`config.mk`:
```
export PLATFORM = sky130hd
export DESIGN_NAME = unsigned_to_ascii_radix_flat
export DESIGN_NICKNAME = d
export VERILOG_FILES = /design/src/rtl/uar_pkg.sv /design/src/rtl/uar_if.sv /design/src/rtl/unsigned_to_ascii_radix.sv /design/src/rtl/uar_front.sv /design/src/rtl/uar_queue.sv /design/src/rtl/uar_back.sv /design/src/flat_wrapper.sv
export SDC_FILE = /design/constraint.sdc
export NUM_CORES = 1
export LEC_CHECK = 0
export BUFFER_PORTS_ARGS = -buffer_cell sky130_fd_sc_hd__buf_2
export CORE_MARGIN = 2
export CORE_UTILIZATION = 30
export DETAILED_ROUTE_END_ITERATION = 10
export GPL_TIMING_DRIVEN = 0
export RECOVER_POWER = 50
export SLEW_MARGIN = 20
export SYNTH_ARGS = -nofsm -noshare
export SYNTH_HDL_FRONTEND = slang
export SYNTH_HIERARCHICAL = 1
export SYNTH_SLANG_ARGS = --single-unit
```
`constraint.sdc`:
```
create_clock -name clk_i -period 4.3 [get_ports clk_i]
set_input_delay 0.215 -clock clk_i [delete_from_list [all_inputs] [get_ports clk_i]]
set_output_delay 0.215 -clock clk_i [all_outputs]
set_load 0.05 [all_outputs]
```
`src/rtl/uar_pkg.sv`:
```
// Shared types and constants for the unsigned-to-ASCII radix formatter.
// No dependencies; every other file imports this package.
`default_nettype none

package uar_pkg;

  localparam int unsigned IN_VALUE_W = 64;
  localparam int unsigned CHAR_W     = 8;

  typedef enum logic [1:0] {
    CMD_DEC    = 2'd0,
    CMD_OCT    = 2'd1,
    CMD_HEX_LO = 2'd2,
    CMD_HEX_UP = 2'd3
  } cmd_e;

  // size_mode codes; the fourth code keeps all bits like SIZE_LONG
  localparam logic [1:0] SIZE_INT   = 2'd0;
  localparam logic [1:0] SIZE_LONG  = 2'd1;
  localparam logic [1:0] SIZE_SHORT = 2'd2;

  localparam logic [CHAR_W-1:0] ASCII_ZERO    = 8'h30;
  localparam logic [CHAR_W-1:0] ASCII_LOWER_A = 8'h61;
  localparam logic [CHAR_W-1:0] ASCII_UPPER_A = 8'h41;
  localparam logic [CHAR_W-1:0] ASCII_LOWER_X = 8'h78;
  localparam logic [CHAR_W-1:0] ASCII_UPPER_X = 8'h58;

  // Control part of a queued request: radix and number of prefix characters
  typedef struct packed {
    cmd_e       cmd;
    logic [1:0] pfx_cnt;
  } job_ctl_t;

  function automatic logic [CHAR_W-1:0] digit_char(logic [3:0] d, logic upper);
    logic [CHAR_W-1:0] base;
    if (d < 4'd10) begin
      return ASCII_ZERO + {4'b0, d};
    end
    base = upper ? ASCII_UPPER_A : ASCII_LOWER_A;
    return base + {4'b0, d} - 8'd10;
  endfunction

endpackage

`default_nettype wire

```
`src/rtl/uar_if.sv`:
```
// Handshake channel interfaces for the formatter: request in, characters out.
// Depends on uar_pkg for field widths.
`default_nettype none

interface uar_in_if import uar_pkg::*; ();
  logic                  valid;
  logic                  ready;
  logic [1:0]            cmd;
  logic [IN_VALUE_W-1:0] value;
  logic [1:0]            size_mode;
  logic                  alt_form;

  modport source (output valid, cmd, value, size_mode, alt_form, input ready);
  modport sink   (input valid, cmd, value, size_mode, alt_form, output ready);
endinterface

interface uar_out_if import uar_pkg::*; ();
  logic              valid;
  logic              ready;
  logic [CHAR_W-1:0] char_out;
  logic              last;

  modport source (output valid, char_out, last, input ready);
  modport sink   (input valid, char_out, last, output ready);
endinterface

`default_nettype wire

```
`src/rtl/unsigned_to_ascii_radix.sv`:
```
// Unsigned integer to ASCII formatter (printf style, radix 10/8/16).
// Decimal runs the shift-add-3 conversion before the leading-zero strip; octal/hex go
// straight to the strip, over D = ceil(VALUE_BITS/3) digit slots (longer numbers strip
// fewer leading zeros). Then one character per cycle while the receiver is ready.
// One request at a time in the digit engine (VALUE_BITS shift-add-3 steps for decimal),
// a two-entry queue ahead. Reset clears the queue, the engine state and the output register.
`default_nettype none

module unsigned_to_ascii_radix import uar_pkg::*; #(
  parameter int unsigned VALUE_BITS = 64
) (
  input  logic       clk_i,
  input  logic       rst_ni,
  uar_in_if.sink     in_i,
  uar_out_if.source  out_o
);

  localparam int unsigned CTL_W  = $bits(job_ctl_t);
  localparam int unsigned DATA_W = CTL_W + VALUE_BITS;

  logic                  push_valid, push_ready;
  job_ctl_t              push_ctl;
  logic [VALUE_BITS-1:0] push_value;
  logic                  pop_valid, pop_ready;
  logic [DATA_W-1:0]     pop_data;
  job_ctl_t              pop_ctl;
  logic [VALUE_BITS-1:0] pop_value;

  uar_front #(.VALUE_BITS(VALUE_BITS)) u_front (
    .in_i         (in_i),
    .push_valid_o (push_valid),
    .push_ready_i (push_ready),
    .push_ctl_o   (push_ctl),
    .push_value_o (push_value)
  );

  uar_queue #(.DATA_W(DATA_W)) u_queue (
    .clk_i        (clk_i),
    .rst_ni       (rst_ni),
    .push_valid_i (push_valid),
    .push_ready_o (push_ready),
    .push_data_i  ({push_ctl, push_value}),
    .pop_valid_o  (pop_valid),
    .pop_ready_i  (pop_ready),
    .pop_data_o   (pop_data)
  );

  assign pop_ctl   = job_ctl_t'(pop_data[DATA_W-1 -: CTL_W]);
  assign pop_value = pop_data[VALUE_BITS-1:0];

  uar_back #(.VALUE_BITS(VALUE_BITS)) u_back (
    .clk_i     (clk_i),
    .rst_ni    (rst_ni),
    .q_valid_i (pop_valid),
    .q_ready_o (pop_ready),
    .q_ctl_i   (pop_ctl),
    .q_value_i (pop_value),
    .out_o     (out_o)
  );

endmodule

`default_nettype wire

```
`src/rtl/uar_front.sv`:
```
// Front end: accepts a request, limits and cuts the value by size mode,
// and works out the radix prefix length. Depends on uar_pkg and uar_if.
`default_nettype none

module uar_front import uar_pkg::*; #(
  parameter int unsigned VALUE_BITS = 64
) (
  uar_in_if.sink                 in_i,
  output logic                   push_valid_o,
  input  logic                   push_ready_i,
  output job_ctl_t               push_ctl_o,
  output logic [VALUE_BITS-1:0]  push_value_o
);

  logic [VALUE_BITS-1:0] uncut;
  logic [VALUE_BITS-1:0] cut;
  cmd_e                  cmd;

  assign uncut = in_i.value[VALUE_BITS-1:0];
  assign cmd   = cmd_e'(in_i.cmd);

  always_comb begin
    cut = uncut;
    for (int b = 0; b < VALUE_BITS; b++) begin
      if ((b >= 32) && (in_i.size_mode == SIZE_INT)) begin
        cut[b] = 1'b0;
      end
      if ((b >= 16) && (in_i.size_mode == SIZE_SHORT)) begin
        cut[b] = 1'b0;
      end
    end
  end

  // prefix follows the uncut value, so a value cut to zero keeps it
  always_comb begin
    push_ctl_o.cmd     = cmd;
    push_ctl_o.pfx_cnt = 2'd0;
    if (in_i.alt_form && (uncut != '0)) begin
      unique case (cmd)
        CMD_DEC:                push_ctl_o.pfx_cnt = 2'd0;
        CMD_OCT:                push_ctl_o.pfx_cnt = 2'd1;
        CMD_HEX_LO, CMD_HEX_UP: push_ctl_o.pfx_cnt = 2'd2;
        default:                push_ctl_o.pfx_cnt = 2'd0;
      endcase
    end
  end

  assign push_valid_o = in_i.valid;
  assign push_value_o = cut;
  assign in_i.ready   = push_ready_i;

endmodule

`default_nettype wire

```
`src/rtl/uar_queue.sv`:
```
// Two-entry request queue between the front end and the digit engine.
// Depends on uar_pkg only through the wildcard import convention.
`default_nettype none

module uar_queue import uar_pkg::*; #(
  parameter int unsigned DATA_W = 68
) (
  input  logic              clk_i,
  input  logic              rst_ni,
  input  logic              push_valid_i,
  output logic              push_ready_o,
  input  logic [DATA_W-1:0] push_data_i,
  output logic              pop_valid_o,
  input  logic              pop_ready_i,
  output logic [DATA_W-1:0] pop_data_o
);

  logic [DATA_W-1:0] mem_q [2];
  logic              wr_q, wr_d;
  logic              rd_q, rd_d;
  logic [1:0]        cnt_q, cnt_d;
  logic              do_push, do_pop;

  assign push_ready_o = (cnt_q != 2'd2);
  assign pop_valid_o  = (cnt_q != 2'd0);
  assign pop_data_o   = mem_q[rd_q];
  assign do_push      = push_valid_i && push_ready_o;
  assign do_pop       = pop_valid_o && pop_ready_i;

  always_comb begin
    wr_d  = do_push ? ~wr_q : wr_q;
    rd_d  = do_pop ? ~rd_q : rd_q;
    cnt_d = cnt_q;
    if (do_push && !do_pop) begin
      cnt_d = cnt_q + 2'd1;
    end else if (!do_push && do_pop) begin
      cnt_d = cnt_q - 2'd1;
    end
  end

  always_ff @(posedge clk_i or negedge rst_ni) begin
    if (!rst_ni) begin
      wr_q  <= 1'b0;
      rd_q  <= 1'b0;
      cnt_q <= 2'd0;
    end else begin
      wr_q  <= wr_d;
      rd_q  <= rd_d;
      cnt_q <= cnt_d;
    end
  end

  always_ff @(posedge clk_i) begin
    if (do_push) begin
      mem_q[wr_q] <= push_data_i;
    end
  end

endmodule

`default_nettype wire

```
`src/rtl/uar_back.sv`:
```
// Digit engine: binary to BCD by shift-add-3 for decimal, direct digit split
// for octal and hex, leading-zero strip, prefix and digit output.
// Depends on uar_pkg and uar_if.
`default_nettype none

module uar_back import uar_pkg::*; #(
  parameter int unsigned VALUE_BITS = 64
) (
  input  logic                  clk_i,
  input  logic                  rst_ni,
  input  logic                  q_valid_i,
  output logic                  q_ready_o,
  input  job_ctl_t              q_ctl_i,
  input  logic [VALUE_BITS-1:0] q_value_i,
  uar_out_if.source             out_o
);

  // octal needs the most digit slots; decimal fits in the same count
  localparam int unsigned NDIG   = (VALUE_BITS + 2) / 3;
  localparam int unsigned NDIG_W = $clog2(NDIG + 1);
  localparam int unsigned CNT_W  = $clog2(VALUE_BITS);
  localparam int unsigned OCT_W  = 3 * NDIG;
  localparam int unsigned HEX_W  = 4 * NDIG;

  typedef enum logic [2:0] {
    ST_IDLE,
    ST_CONV,
    ST_STRIP,
    ST_PFX,
    ST_EMIT
  } state_e;

  state_e                      state_q, state_d;
  logic [NDIG-1:0][3:0]        dig_q, dig_d;
  logic [VALUE_BITS-1:0]       val_q, val_d;
  logic [CNT_W-1:0]            cnt_q, cnt_d;
  logic [NDIG_W-1:0]           ndig_q, ndig_d;
  cmd_e                        cmd_q, cmd_d;
  logic [1:0]                  pfx_q, pfx_d;
  logic                        ov_q, ov_d;
  logic [CHAR_W-1:0]           och_q, och_d;
  logic                        olast_q, olast_d;

  logic [NDIG-1:0][3:0]        adj;
  logic [HEX_W:0]              dabble;
  logic [OCT_W-1:0]            oct_pad;
  logic [HEX_W-1:0]            hex_pad;
  logic                        out_free;

  assign out_free = !ov_q || out_o.ready;
  assign oct_pad  = OCT_W'(q_value_i);
  assign hex_pad  = HEX_W'(q_value_i);

  always_comb begin
    for (int i = 0; i < NDIG; i++) begin
      adj[i] = (dig_q[i] >= 4'd5) ? dig_q[i] + 4'd3 : dig_q[i];
    end
  end

  assign dabble = {adj, val_q[VALUE_BITS-1]};

  always_comb begin
    state_d   = state_q;
    dig_d     = dig_q;
    val_d     = val_q;
    cnt_d     = cnt_q;
    ndig_d    = ndig_q;
    cmd_d     = cmd_q;
    pfx_d     = pfx_q;
    ov_d      = ov_q && !out_o.ready;
    och_d     = och_q;
    olast_d   = olast_q;
    q_ready_o = 1'b0;

    unique case (state_q)
      ST_IDLE: begin
        q_ready_o = 1'b1;
        if (q_valid_i) begin
          cmd_d  = q_ctl_i.cmd;
          pfx_d  = q_ctl_i.pfx_cnt;
          ndig_d = NDIG_W'(NDIG);
          unique case (q_ctl_i.cmd)
            CMD_DEC: begin
              dig_d   = '0;
              val_d   = q_value_i;
              cnt_d   = '0;
              state_d = ST_CONV;
            end
            CMD_OCT: begin
              for (int i = 0; i < NDIG; i++) begin
                dig_d[i] = {1'b0, oct_pad[3*i +: 3]};
              end
              state_d = ST_STRIP;
            end
            default: begin
              for (int i = 0; i < NDIG; i++) begin
                dig_d[i] = hex_pad[4*i +: 4];
              end
              state_d = ST_STRIP;
            end
          endcase
        end
      end

      ST_CONV: begin
        // adjust digits, then shift in the next value bit
        dig_d = dabble[HEX_W-1:0];
        val_d = val_q << 1;
        cnt_d = cnt_q + CNT_W'(1);
        if (cnt_q == CNT_W'(VALUE_BITS - 1)) begin
          state_d = ST_STRIP;
        end
      end

      ST_STRIP: begin
        // drop leading zeros, keep at least one digit
        if ((dig_q[NDIG-1] == 4'd0) && (ndig_q != NDIG_W'(1))) begin
          dig_d  = {dig_q[NDIG-2:0], 4'h0};
          ndig_d = ndig_q - NDIG_W'(1);
        end else begin
          state_d = (pfx_q != 2'd0) ? ST_PFX : ST_EMIT;
        end
      end

      ST_PFX: begin
        if (out_free) begin
          ov_d    = 1'b1;
          olast_d = 1'b0;
          if ((pfx_q == 2'd2) || (cmd_q == CMD_OCT)) begin
            och_d = ASCII_ZERO;
          end else begin
            och_d = (cmd_q == CMD_HEX_UP) ? ASCII_UPPER_X : ASCII_LOWER_X;
          end
          pfx_d = pfx_q - 2'd1;
          if (pfx_q == 2'd1) begin
            state_d = ST_EMIT;
          end
        end
      end

      ST_EMIT: begin
        if (out_free) begin
          ov_d    = 1'b1;
          och_d   = digit_char(dig_q[NDIG-1], cmd_q == CMD_HEX_UP);
          olast_d = (ndig_q == NDIG_W'(1));
          dig_d   = {dig_q[NDIG-2:0], 4'h0};
          ndig_d  = ndig_q - NDIG_W'(1);
          if (ndig_q == NDIG_W'(1)) begin
            state_d = ST_IDLE;
          end
        end
      end

      default: state_d = ST_IDLE;
    endcase
  end

  always_ff @(posedge clk_i or negedge rst_ni) begin
    if (!rst_ni) begin
      state_q <= ST_IDLE;
      ov_q    <= 1'b0;
      dig_q   <= '0;
      val_q   <= '0;
      cnt_q   <= '0;
      ndig_q  <= '0;
      cmd_q   <= CMD_DEC;
      pfx_q   <= 2'd0;
      och_q   <= '0;
      olast_q <= 1'b0;
    end else begin
      state_q <= state_d;
      ov_q    <= ov_d;
      dig_q   <= dig_d;
      val_q   <= val_d;
      cnt_q   <= cnt_d;
      ndig_q  <= ndig_d;
      cmd_q   <= cmd_d;
      pfx_q   <= pfx_d;
      och_q   <= och_d;
      olast_q <= olast_d;
    end
  end

  assign out_o.valid    = ov_q;
  assign out_o.char_out = och_q;
  assign out_o.last     = olast_q;

endmodule

`default_nettype wire

```
`src/flat_wrapper.sv`:
```
// flat-port wrapper written by rule: the top's interface ports become plain ports
module unsigned_to_ascii_radix_flat import uar_pkg::*;
#(
  parameter int unsigned VALUE_BITS = 64
)
  (clk_i, rst_ni, in_i_valid, in_i_cmd, in_i_value, in_i_size_mode, in_i_alt_form, in_i_ready, out_o_valid, out_o_char_out, out_o_last, out_o_ready);
  uar_in_if in_i_i ();
  uar_out_if out_o_i ();
  input  logic clk_i;
  input  logic rst_ni;
  input wire logic [$bits(in_i_i.valid)-1:0] in_i_valid;
  input wire logic [$bits(in_i_i.cmd)-1:0] in_i_cmd;
  input wire logic [$bits(in_i_i.value)-1:0] in_i_value;
  input wire logic [$bits(in_i_i.size_mode)-1:0] in_i_size_mode;
  input wire logic [$bits(in_i_i.alt_form)-1:0] in_i_alt_form;
  output wire logic [$bits(in_i_i.ready)-1:0] in_i_ready;
  output wire logic [$bits(out_o_i.valid)-1:0] out_o_valid;
  output wire logic [$bits(out_o_i.char_out)-1:0] out_o_char_out;
  output wire logic [$bits(out_o_i.last)-1:0] out_o_last;
  input wire logic [$bits(out_o_i.ready)-1:0] out_o_ready;
  assign in_i_i.valid = in_i_valid;
  assign in_i_i.cmd = in_i_cmd;
  assign in_i_i.value = in_i_value;
  assign in_i_i.size_mode = in_i_size_mode;
  assign in_i_i.alt_form = in_i_alt_form;
  assign in_i_ready = in_i_i.ready;
  assign out_o_valid = out_o_i.valid;
  assign out_o_char_out = out_o_i.char_out;
  assign out_o_last = out_o_i.last;
  assign out_o_i.ready = out_o_ready;
  unsigned_to_ascii_radix #(.VALUE_BITS(VALUE_BITS)) u_core (.clk_i(clk_i), .rst_ni(rst_ni), .in_i(in_i_i), .out_o(out_o_i));
endmodule
```
==> flow_metrics.env, run 1 <==
export IMPL_status="complete, but fails checks"
export IMPL_failed_checks="max-capacitance violations, max-slew violations"
export IMPL_hold_path_depth=2
export IMPL_grt_pass1_vias=13744
export IMPL_cts_max_level=2
export IMPL_vdd_drop_max_v=0.000480
export IMPL_hold_viol=0
export IMPL_synth_area_leader_cell="dfrtp_1"
export IMPL_setup_tns_ps=0
export IMPL_syn_num_nets=1748
export IMPL_drc_errors=0
export IMPL_fillerInstances=5569
export IMPL_port_buffers=81
export IMPL_met3_length_um=3490
export IMPL_cts_resized_gates=0
export IMPL_wl_met1_um=22500
export IMPL_startpoint_type="flip-flop"
export IMPL_p_sw_share_pct=45.2
export IMPL_die_area_um2=59100
export IMPL_ys_types=64
export IMPL_synth_top_area_share_pct=26.7
export IMPL_setup_slack_ps=1200
export IMPL_antenna_found_initial=0
export IMPL_clockBufferDepth=3
export IMPL_diodes=0
export IMPL_grt_setup_unrepaired="false"
export IMPL_worstPathArrival_ps=3550
export IMPL_cts_root_buf="clkbuf_16"
export IMPL_grt_ovfl_total=0
export IMPL_path_clk_slew_ps=60
export IMPL_initial_core_util_pct=30.4
export IMPL_p_seq_share_pct=30.3
export IMPL_synth_flop_cell="dfrtp_1"
export IMPL_final_layout_size_suffix_gt1_share_pct=15.5
export IMPL_ys_async_sr_fraction_pct=57.4
export IMPL_crit_start="u_core/u_queue/cnt_q[0]$_DFFE_PN0P_"
export IMPL_clock_sinks=319
export IMPL_clkPwrFrac_pct=17.8
export IMPL_max_freq_mhz=323
export IMPL_cts_tree="yes"
export IMPL_end_kind="flip-flop"
export IMPL_timing_final_crit_share_pct=72.0
export IMPL_crit_fanout=10
export IMPL_place_gp_congestion=0.950
export IMPL_yosysSeqAreaShare_pct=50.5
export IMPL_cts_setup_buffers=0
export IMPL_slew_headroom_pct=-6.89
export IMPL_maxCapViolations=1
export IMPL_clock_latency_ps=550
export IMPL_synth_edf_count=136
export IMPL_p_switching_w=0.00776
export IMPL_maxSlewViolCount=27
export IMPL_power_density_nw_per_um2=854
export IMPL_yosys_warnings=6
export IMPL_grtUsageTotal_pct=17.3
export IMPL_nets=1910
export IMPL_routed_via_density=5.38
export IMPL_drtIter0Drc=1303
export IMPL_clock_skew_ps=15.1
export IMPL_grt_max_degree=81
export IMPL_hp_start="in_i_value[33]"
export IMPL_vias=13820
export IMPL_antenna_left=0
export IMPL_post_place_ws_ps=1240
export IMPL_die_x_um=243
export IMPL_syn_area_per_cell_um2=10.6
export IMPL_post_route_min_period_ps=3100
export IMPL_dp_final_hpwl_um=37700
export IMPL_setup_viol=0
export IMPL_wl_met2_um=24100
export IMPL_wl_per_cell_um=20.4
export IMPL_drt_pre_antenna_iters=7
export IMPL_ys_ff_latch=319
export IMPL_path_class="reg2reg"
export IMPL_area_growth_pct=17.2
export IMPL_comb_power_share_pct=51.8
export IMPL_internal_power_w=0.00941
export IMPL_top_layer="met4"
export IMPL_die_h_um=243
export IMPL_cts_buffers=36
export IMPL_p_leak_nw=8.16
export IMPL_synthTopCellsByArea="dfrtp_1 (27%), edfxtp_1 (24%), o21ai_0 (5.2%)"
export IMPL_reg2regPathDepth=8
export IMPL_syn_area_um2=17200
export IMPL_hold_path_class="in2reg"
export IMPL_rr_startpoint="u_core/u_queue/cnt_q[0]$_DFFE_PN0P_"
export IMPL_postSynthCellCount=1623
export IMPL_routed_wl_um=52400
export IMPL_power_w=0.0172
export IMPL_cp_required_ps=4750
export IMPL_row_count=87
export IMPL_coreArea_um2=56500
export IMPL_grt_first_pass_wirelength_um=80600
export IMPL_tightestPinTransition_ps=1600
export IMPL_ioPinCount=84
[layer usage]
metal	GRT usage [%]	vias to the layer above
li1	-	6290
met1	22.9	6799
met2	28.1	596
met3	2.61	135
met4	7.83	0
met5	0	-
[power groups by stage]
stage | Sequential (W) | Combinational [W] | Clock [W]
finish | 0.00521 | 0.00890 | 0.00306
global route | 0.00534 | 0.00960 | 0.00324
CTS | 0.00519 | 0.00873 | 0.00311
detailed placement | 0.00523 | 0.00867 | 0
global placement | 0.00523 | 0.00843 | 0
floorplan | 0.00512 | 0.00599 | 0
[timing repair]
item | CTS | global route
endpoints found under the hold margin | 180 | 0
endpoints found under the setup margin | 0 | 0
hold buffers | 38 | 0
[sequential cells by signal (all words and copies together) (netlist names)]
signal	count
u_core/u_back/cmd_q	2
u_core/u_back/cnt_q	6
u_core/u_back/dig_q	88
u_core/u_back/ndig_q	5
u_core/u_back/out_o.char_out	7
u_core/u_back/out_o.last	1
u_core/u_back/out_o.valid	1
u_core/u_back/pfx_q	2
u_core/u_back/state_q	3
u_core/u_back/val_q	64
u_core/u_queue/cnt_q	2
u_core/u_queue/mem_q	136
u_core/u_queue/rd_q	1
u_core/u_queue/wr_q	1
[stage by stage]
step	instance area (um2)	cells	util (%)	hold slack, ps
detailed placement	18700	2465	33.0	78.2
floorplan	17200	1623	-	-80.6
global route	20100	2567	35.6	36.3
CTS	20200	2567	35.8	0.0825
global placement	18500	2460	32.8	460
finish	20100	2567	35.6	16.3
[final cells by class]
cell class                      instances  area, um2  share of cell area [%]
Clock inverter                         17        193                   0.958
Tap cell                              756        946                    4.70
Multi-Input combinational cell       1125       7640                    38.0
Inverter                               51        191                   0.952
Clock buffer                           47        962                    4.78
Buffer                                128        659                    3.28
Timing Repair Buffer                  124        853                    4.24
Sequential cell                       319       8660                    43.1
[final timing paths]
kind | to | slack [ps]
hold / removal | u_core/u_queue/mem_q[1][33]$_DFFE_PP_ | 20
min in group asynchronous | u_core/u_queue/wr_q$_DFFE_PN0P_ | 630
setup / recovery | u_core/u_back/val_q[38]$_DFFE_PN0P_ | 1200
setup reg to reg | u_core/u_back/val_q[38]$_DFFE_PN0P_ | 1200
hold reg to reg | u_core/u_back/out_o.char_out[2]$_DFFE_PN0P_ | 480
max in group asynchronous | u_core/u_back/dig_q[44]$_DFFE_PN0P_ | 1360
[kinds of logic after synthesis]
group | share of synthesized area (%)
AO/OA/AOI/OAI | 18.3
AND/OR/NAND/NOR | 11.7
flip-flops | 50.5
buffers and inverters | 5.07
multiplexers | 8.65
adder cells (fa/ha/maj) | 3.79
XOR/XNOR | 1.99
other | 0.0218
[placed cells by master, fill, tap and decap left out, types with 22 or more instances in the layout]
master	count
xnor2_1	28
edfxtp_1	136
buf_2	102
nand2_1	113
inv_1	51
dfrtp_1	183
mux2_2	59
mux2i_1	67
dlygate4sd3_1	38
nand2b_1	33
a21oi_1	90
clkbuf_16	36
o21ai_0	179
a22oi_1	57
a31oi_1	42
ha_1	52
and2_0	48
nor2_1	80
clkbuf_1	84
nor3_1	45
o22ai_1	29
a2bb2oi_1	22
[cell usage after synthesis, types with 8 or more instances]
| library cell | instances |
|---|---|
| and3_1 | 8 |
| nand2_1 | 113 |
| nor2_1 | 81 |
| mux2_4 | 10 |
| and2_1 | 49 |
| dfrtp_1 | 183 |
| a31oi_1 | 42 |
| ha_1 | 52 |
| a32oi_1 | 8 |
| nand2b_1 | 33 |
| mux2_2 | 59 |
| buf_2 | 50 |
| a221oi_1 | 9 |
| a22oi_1 | 57 |
| nor3b_1 | 11 |
| edfxtp_1 | 136 |
| o22ai_1 | 29 |
| inv_1 | 51 |
| o21a_1 | 8 |
| clkbuf_1 | 42 |
| xor2_1 | 11 |
| a21oi_1 | 91 |
| xnor2_1 | 28 |
| nand3_1 | 8 |
| mux2i_1 | 67 |
| a32o_1 | 12 |
| nor4_1 | 15 |
| o21ai_0 | 179 |
| nor3_1 | 45 |
| buf_4 | 29 |
| a2bb2oi_1 | 22 |
[worst max-delay path: stages (launching register included)]
cell and delay [ps]:
dfrtp_1 410, or2_2 320, clkbuf_1 250, nor3b_1 210, o21bai_1 800, clkbuf_1 530, buf_2 320, nand2_1 80
o21ai_0 80
(Power assumes the default switching activity.)
==> run 2: changes to the inputs <==
Clock period 4.3 ns to 2.87 ns, I/O delays scaled along.
==> run 2 against run 1 <==
Against the previous run: the run still ends with max-capacitance violations, max-slew violations left; total power grew 51%; final cell count up 1.2%; via count is 1.9% higher; global-route usage grew 0.34 points; core utilization increased by 0.60 points; sequential power increased by 50%; first-iteration DRC count rose by 20%; critical path type unchanged; largest cell class unchanged.
==> flow_metrics.env, run 2 (synthesis results as in run 1) <==
export IMPL_row_count=87
export IMPL_power_w=0.0259
export IMPL_hp_start="in_i_value[36]"
export IMPL_grtUsageTotal_pct=17.7
export IMPL_wl_per_cell_um=20.7
export IMPL_drtIter0Drc=1564
export IMPL_rr_startpoint="u_core/u_queue/rd_q$_DFFE_PN0P_"
export IMPL_antenna_found_initial=0
export IMPL_fillerInstances=5525
export IMPL_grt_pass1_vias=13886
export IMPL_whs_ps=23.0
export IMPL_reg_top3="u_core/u_queue/mem_q: 136 flops, u_core/u_back/dig_q: 88 flops, u_core/u_back/val_q: 64 flops"
export IMPL_cts_setup_buffers=0
export IMPL_worstPathArrival_ps=3210
export IMPL_grt_setup_unrepaired="false"
export IMPL_drc_errors=0
export IMPL_r2r_slack_ps=130
export IMPL_tightestPinTransition_ps=1940
export IMPL_cts_buffers=36
export IMPL_coreArea_um2=56500
export IMPL_reg2regPathDepth=9
export IMPL_failed_checks="max-capacitance violations, max-slew violations"
export IMPL_maxSlewViolCount=33
export IMPL_nets=1940
export IMPL_max_freq_mhz=364
export IMPL_hold_viol=0
export IMPL_max_stage_delay_ps=480
export IMPL_post_route_min_period_ps=2740
export IMPL_place_gp_congestion=0.890
export IMPL_drt_pre_antenna_iters=9
export IMPL_slowest_stage="clkbuf_1"
export IMPL_vdd_drop_max_v=0.000594
export IMPL_path_clk_slew_ps=60
export IMPL_hold_path_depth=2
export IMPL_area_growth_pct=19.2
export IMPL_crit_fanout=10
export IMPL_diodes=0
export IMPL_path_class="reg2reg"
export IMPL_clock_sinks=319
export IMPL_cts_tree="yes"
export IMPL_antenna_left=0
export IMPL_port_buffers=81
export IMPL_grt_ovfl_total=0
export IMPL_top_register="u_core/u_queue/mem_q"
export IMPL_setup_viol=0
export IMPL_routed_wl_um=53700
export IMPL_clockBufferDepth=3
export IMPL_r2r_end="u_core/u_back/dig_q[50]$_DFFE_PN0P_"
export IMPL_routed_via_density=5.42
export IMPL_maxCapViolations=1
export IMPL_timing_final_crit_share_pct=95.6
export IMPL_clock_skew_ps=11.9
export IMPL_cts_root_buf="clkbuf_16"
export IMPL_cts_max_level=2
export IMPL_startpoint_type="flip-flop"
export IMPL_die_h_um=243
export IMPL_final_cell_mix="dfrtp_1 (183), o21ai_0 (179), edfxtp_1 (136)"
export IMPL_status="complete, but fails checks"
export IMPL_hold_path_class="in2reg"
export IMPL_min_to="u_core/u_queue/mem_q[1][36]$_DFFE_PP_"
export IMPL_ioPinCount=84
export IMPL_die_area_um2=59100
export IMPL_die_x_um=243
export IMPL_fin_util_pct=36.2
export IMPL_crit_chain="buf_6 -> buf_6 -> mux2_2 -> clkbuf_1 -> clkbuf_1 -> a22oi_1 -> nor2_1 -> a21oi_1 -> a31oi_1"
export IMPL_initial_core_util_pct=30.4
export IMPL_setup_tns_ps=0
export IMPL_largest_reg_flops=136
export IMPL_slew_headroom_pct=-29.2
export IMPL_cp_required_ps=3330
export IMPL_dp_final_hpwl_um=37800
export IMPL_end_kind="flip-flop"
export IMPL_grt_max_degree=82
export IMPL_p_leak_nw=8.28
export IMPL_power_density_nw_per_um2=1260
export IMPL_final_layout_size_suffix_gt1_share_pct=15.3
export IMPL_grt_first_pass_wirelength_um=82100
export IMPL_clock_latency_ps=540
export IMPL_vias=14076
export IMPL_final_common_cell="dfrtp_1"
-- run 2: cell count changes in the layout (fill, tap and decap cells not counted), moves of 2 or more --
cell,delta
clkbuf_4,+2
clkbuf_8,+2
clkbuf_1,+3
clkbuf_2,+2
dlygate4sd3_1,+30
buf_2,-7
-- run 2: final cells by class --
cell class,count,area (um2),area share (%)
Buffer,128,673,3.29
Sequential cell,319,8660,42.4
Multi-Input combinational cell,1125,7650,37.4
Tap cell,756,946,4.63
Timing Repair Buffer,154,1160,5.66
Clock inverter,15,179,0.875
Inverter,51,191,0.936
Clock buffer,50,993,4.86
-- run 2: worst max-delay path by stage --
stage / startpoint / end / cells after the start
6_report: u_core/u_queue/rd_q$_DFFE_PN0P_ / u_core/u_back/dig_q[50]$_DFFE_PN0P_ / 9
5_1_grt: u_core/u_queue/rd_q$_DFFE_PN0P_ / u_core/u_back/dig_q[38]$_DFFE_PN0P_ / 11
4_1_cts: u_core/u_queue/rd_q$_DFFE_PN0P_ / u_core/u_back/dig_q[37]$_DFFE_PN0P_ / 8
3_5_place_dp: u_core/u_queue/cnt_q[0]$_DFFE_PN0P_ / u_core/u_back/val_q[42]$_DFFE_PN0P_ / 8
3_3_place_gp: rst_ni / u_core/u_back/dig_q[34]$_DFFE_PN0P_ / 1
2_1_floorplan: u_core/u_queue/cnt_q[0]$_DFFE_PN0P_ / u_core/u_queue/mem_q[0][0]$_DFFE_PP_ / 3
-- run 2: metal layers --
layer	vias to the layer above	global-route usage [%]	share of wire, %	wire length (um)
met4	0	6.48	3.4	1850
met1	6924	23.0	41	22200
met5	-	0	0	0
li1	6348	-	-	-
met2	677	30.0	48	25800
met3	127	2.36	7.3	3910
-- run 2: critical path: cells and delay by family, from the launching register on --
kind | cells | cell delay, ps
simple gates | 1 | 280
flops | 1 | 370
buf+inv | 4 | 1170
compound gates | 3 | 460
mux | 1 | 370
-- run 2: timing repair --
action,in CTS,in global routing
endpoints found under the hold margin,237,0
hold buffers,68,0
cloned,0,0
setup endpoints to repair,55,1
gates resized for setup,2,2
pin swaps,0,0
-- run 2: where the power goes --
group	leakage, nW	switching [W]	total [W]	internal (W)
Sequential	3.52	0.00122	0.00781	0.00659
Clock	0.572	0.00191	0.00462	0.00271
Combinational	4.19	0.00854	0.0134	0.00488
-- run 2: metrics by stage --
| stage | cell area (um2) | setup slack [ps] | instances |
|---|---|---|---|
| 2_1_floorplan | 17200 | 48.1 | 1623 |
| 3_3_place_gp | 18500 | -1530 | 2460 |
| 3_5_place_dp | 18700 | -318 | 2465 |
| 4_1_cts | 20500 | 104 | 2598 |
| 5_1_grt | 20400 | 18.8 | 2598 |
| 6_report | 20400 | 126 | 2598 |
==> run 3: changes to the inputs <==
Settings changed: CORE_ASPECT_RATIO set to 1.5.
==> run 3 against run 2 <==
Against the previous run: the run still ends with max-capacitance violations, max-slew violations left; clock power is 18% lower; cell area is 1.0% lower; total power is 2.7% lower; hold slack better by 37 ps; largest cell class unchanged.
==> flow_metrics.env, run 3 (synthesis results as in run 1) <==
export IMPL_status="complete, but fails checks"
export IMPL_failed_checks="max-capacitance violations, max-slew violations"
export IMPL_row_count=107
export IMPL_post_place_ws_ps=-319
export IMPL_cts_max_level=1
export IMPL_hold_path_class="in2reg"
export IMPL_timing_final_crit_share_pct=97.6
export IMPL_crit_fanout=10
export IMPL_nets=1937
export IMPL_coreArea_um2=56600
export IMPL_startpoint_type="flip-flop"
export IMPL_path_class="reg2reg"
export IMPL_area_growth_pct=17.9
export IMPL_routed_via_density=5.31
export IMPL_worstPathArrival_ps=3230
export IMPL_port_buffers=81
export IMPL_grt_use_met2_pct=34.2
export IMPL_cp_required_ps=3300
export IMPL_cts_setup_buffers=0
export IMPL_final_cell_mix="dfrtp_1 (183), o21ai_0 (179), edfxtp_1 (136)"
export IMPL_post_route_min_period_ps=2800
export IMPL_drt_pre_antenna_iters=8
export IMPL_wl_per_cell_um=21.2
export IMPL_grt_max_degree=83
export IMPL_grt_first_pass_wirelength_um=84100
export IMPL_grt_setup_unrepaired="false"
export IMPL_grt_ovfl_total=0
export IMPL_met1_usage_pct=19.9
export IMPL_die_h_um=297
export IMPL_dp_final_hpwl_um=40600
export IMPL_top_register="u_core/u_queue/mem_q"
export IMPL_drtIter0Drc=968
export IMPL_antenna_found_initial=0
export IMPL_drc_errors=0
export IMPL_routed_wl_um=55100
export IMPL_end_kind="flip-flop"
export IMPL_initial_core_util_pct=30.3
export IMPL_vdd_drop_max_v=0.000655
export IMPL_path_clk_slew_ps=70
export IMPL_power_density_nw_per_um2=1240
export IMPL_largest_reg_flops=136
export IMPL_cts_tree="yes"
export IMPL_cts_buffers=29
export IMPL_max_freq_mhz=357
export IMPL_final_common_cell="dfrtp_1"
export IMPL_setup_viol=0
export IMPL_maxCapViolations=1
export IMPL_p_leak_nw=8.19
export IMPL_maxSlewViolCount=82
export IMPL_clock_skew_ps=30.5
export IMPL_reg_top3="u_core/u_queue/mem_q: 136 flops, u_core/u_back/dig_q: 88 flops, u_core/u_back/val_q: 64 flops"
export IMPL_antenna_left=0
export IMPL_ioPinCount=84
export IMPL_die_area_um2=59200
export IMPL_setup_slack_ps=67.5
export IMPL_grt_pass1_vias=14507
export IMPL_placed_cell_area_um2=18700
export IMPL_vias=13805
export IMPL_use_met3_pct=2.20
export IMPL_die_x_um=199
export IMPL_fin_area_um2=20200
export IMPL_clockBufferDepth=3
export IMPL_setup_tns_ps=0
export IMPL_grtUsageTotal_pct=18.6
export IMPL_clock_sinks=319
export IMPL_hold_viol=0
export IMPL_cts_root_buf="clkbuf_16"
export IMPL_tightestPinTransition_ps=2250
export IMPL_slew_headroom_pct=-49.9
export IMPL_final_layout_size_suffix_gt1_share_pct=15.9
export IMPL_clock_latency_ps=590
export IMPL_busiest_layer="met2"
export IMPL_place_gp_congestion=0.967
[run 3: metrics by stage]
| stage | std cells | hold slack, ps | total power [W] | util (%) |
|---|---|---|---|---|
| finish | 2599 | 60.4 | 0.0252 | 35.7 |
| global route | 2597 | 76.7 | 0.0266 | 35.7 |
| CTS | 2597 | 43.4 | 0.0250 | 35.9 |
| detailed placement | 2473 | 12.4 | 0.0210 | 33.0 |
| global placement | 2467 | 429 | 0.0207 | 32.7 |
| floorplan | 1623 | -152 | 0.0166 | - |
[run 3: worst paths after layout]
path	startpoint	to	slack, ps	cells past startpoint
max reg2reg	u_core/u_back/dig_q[85]$_DFFE_PN0P_	u_core/u_back/dig_q[20]$_DFFE_PN0P_	70	8
min in group asynchronous	rst_ni	u_core/u_queue/cnt_q[0]$_DFFE_PN0P_	630	3
max in group asynchronous	rst_ni	u_core/u_back/dig_q[25]$_DFFE_PN0P_	540	3
max	u_core/u_back/dig_q[85]$_DFFE_PN0P_	u_core/u_back/dig_q[20]$_DFFE_PN0P_	70	8
min reg2reg	u_core/u_back/cnt_q[5]$_DFFE_PN0P_	u_core/u_back/cnt_q[5]$_DFFE_PN0P_	470	1
min	out_o_ready	u_core/u_back/out_o.char_out[1]$_DFFE_PN0P_	60	3
[run 3: cell type report]
type | count | area, um2
inverter | 51 | 191
tap | 763 | 955
multi-input combinational | 1125 | 7660
antenna | 2 | 5.00
sequential | 319 | 8660
fill | 5610 | 36400
timing repair buffer | 158 | 1190
clock inverter | 22 | 166
buffer | 128 | 677
clock buffer | 31 | 733
[run 3: layer usage]
metal / share of wire (%) / vias up
met3: 4.6 / 174
li1: - / 6342
met2: 53 / 488
met5: 0 / -
met1: 36 / 6801
met4: 6.0 / 0
[run 3: where the power goes]
group / internal (W) / switching (W)
combinational: 0.00492 / 0.00862
sequential: 0.00658 / 0.00123
clock: 0.00196 / 0.00184
[run 3: critical path: stages (launching register included)]
cell	delay, ps
dfrtp_1	410
inv_1	170
ha_1	200
or3b_1	410
nor2_2	200
a32o_1	370
clkbuf_1	450
o21ai_0	250
a2bb2oi_1	200
[run 3: repair_timing]
item                                    in CTS  in global routing
endpoints found under the setup margin      63                 28
hold buffers                                71                  0
hold endpoints to repair                   244                  0
resized for setup                            3                  9
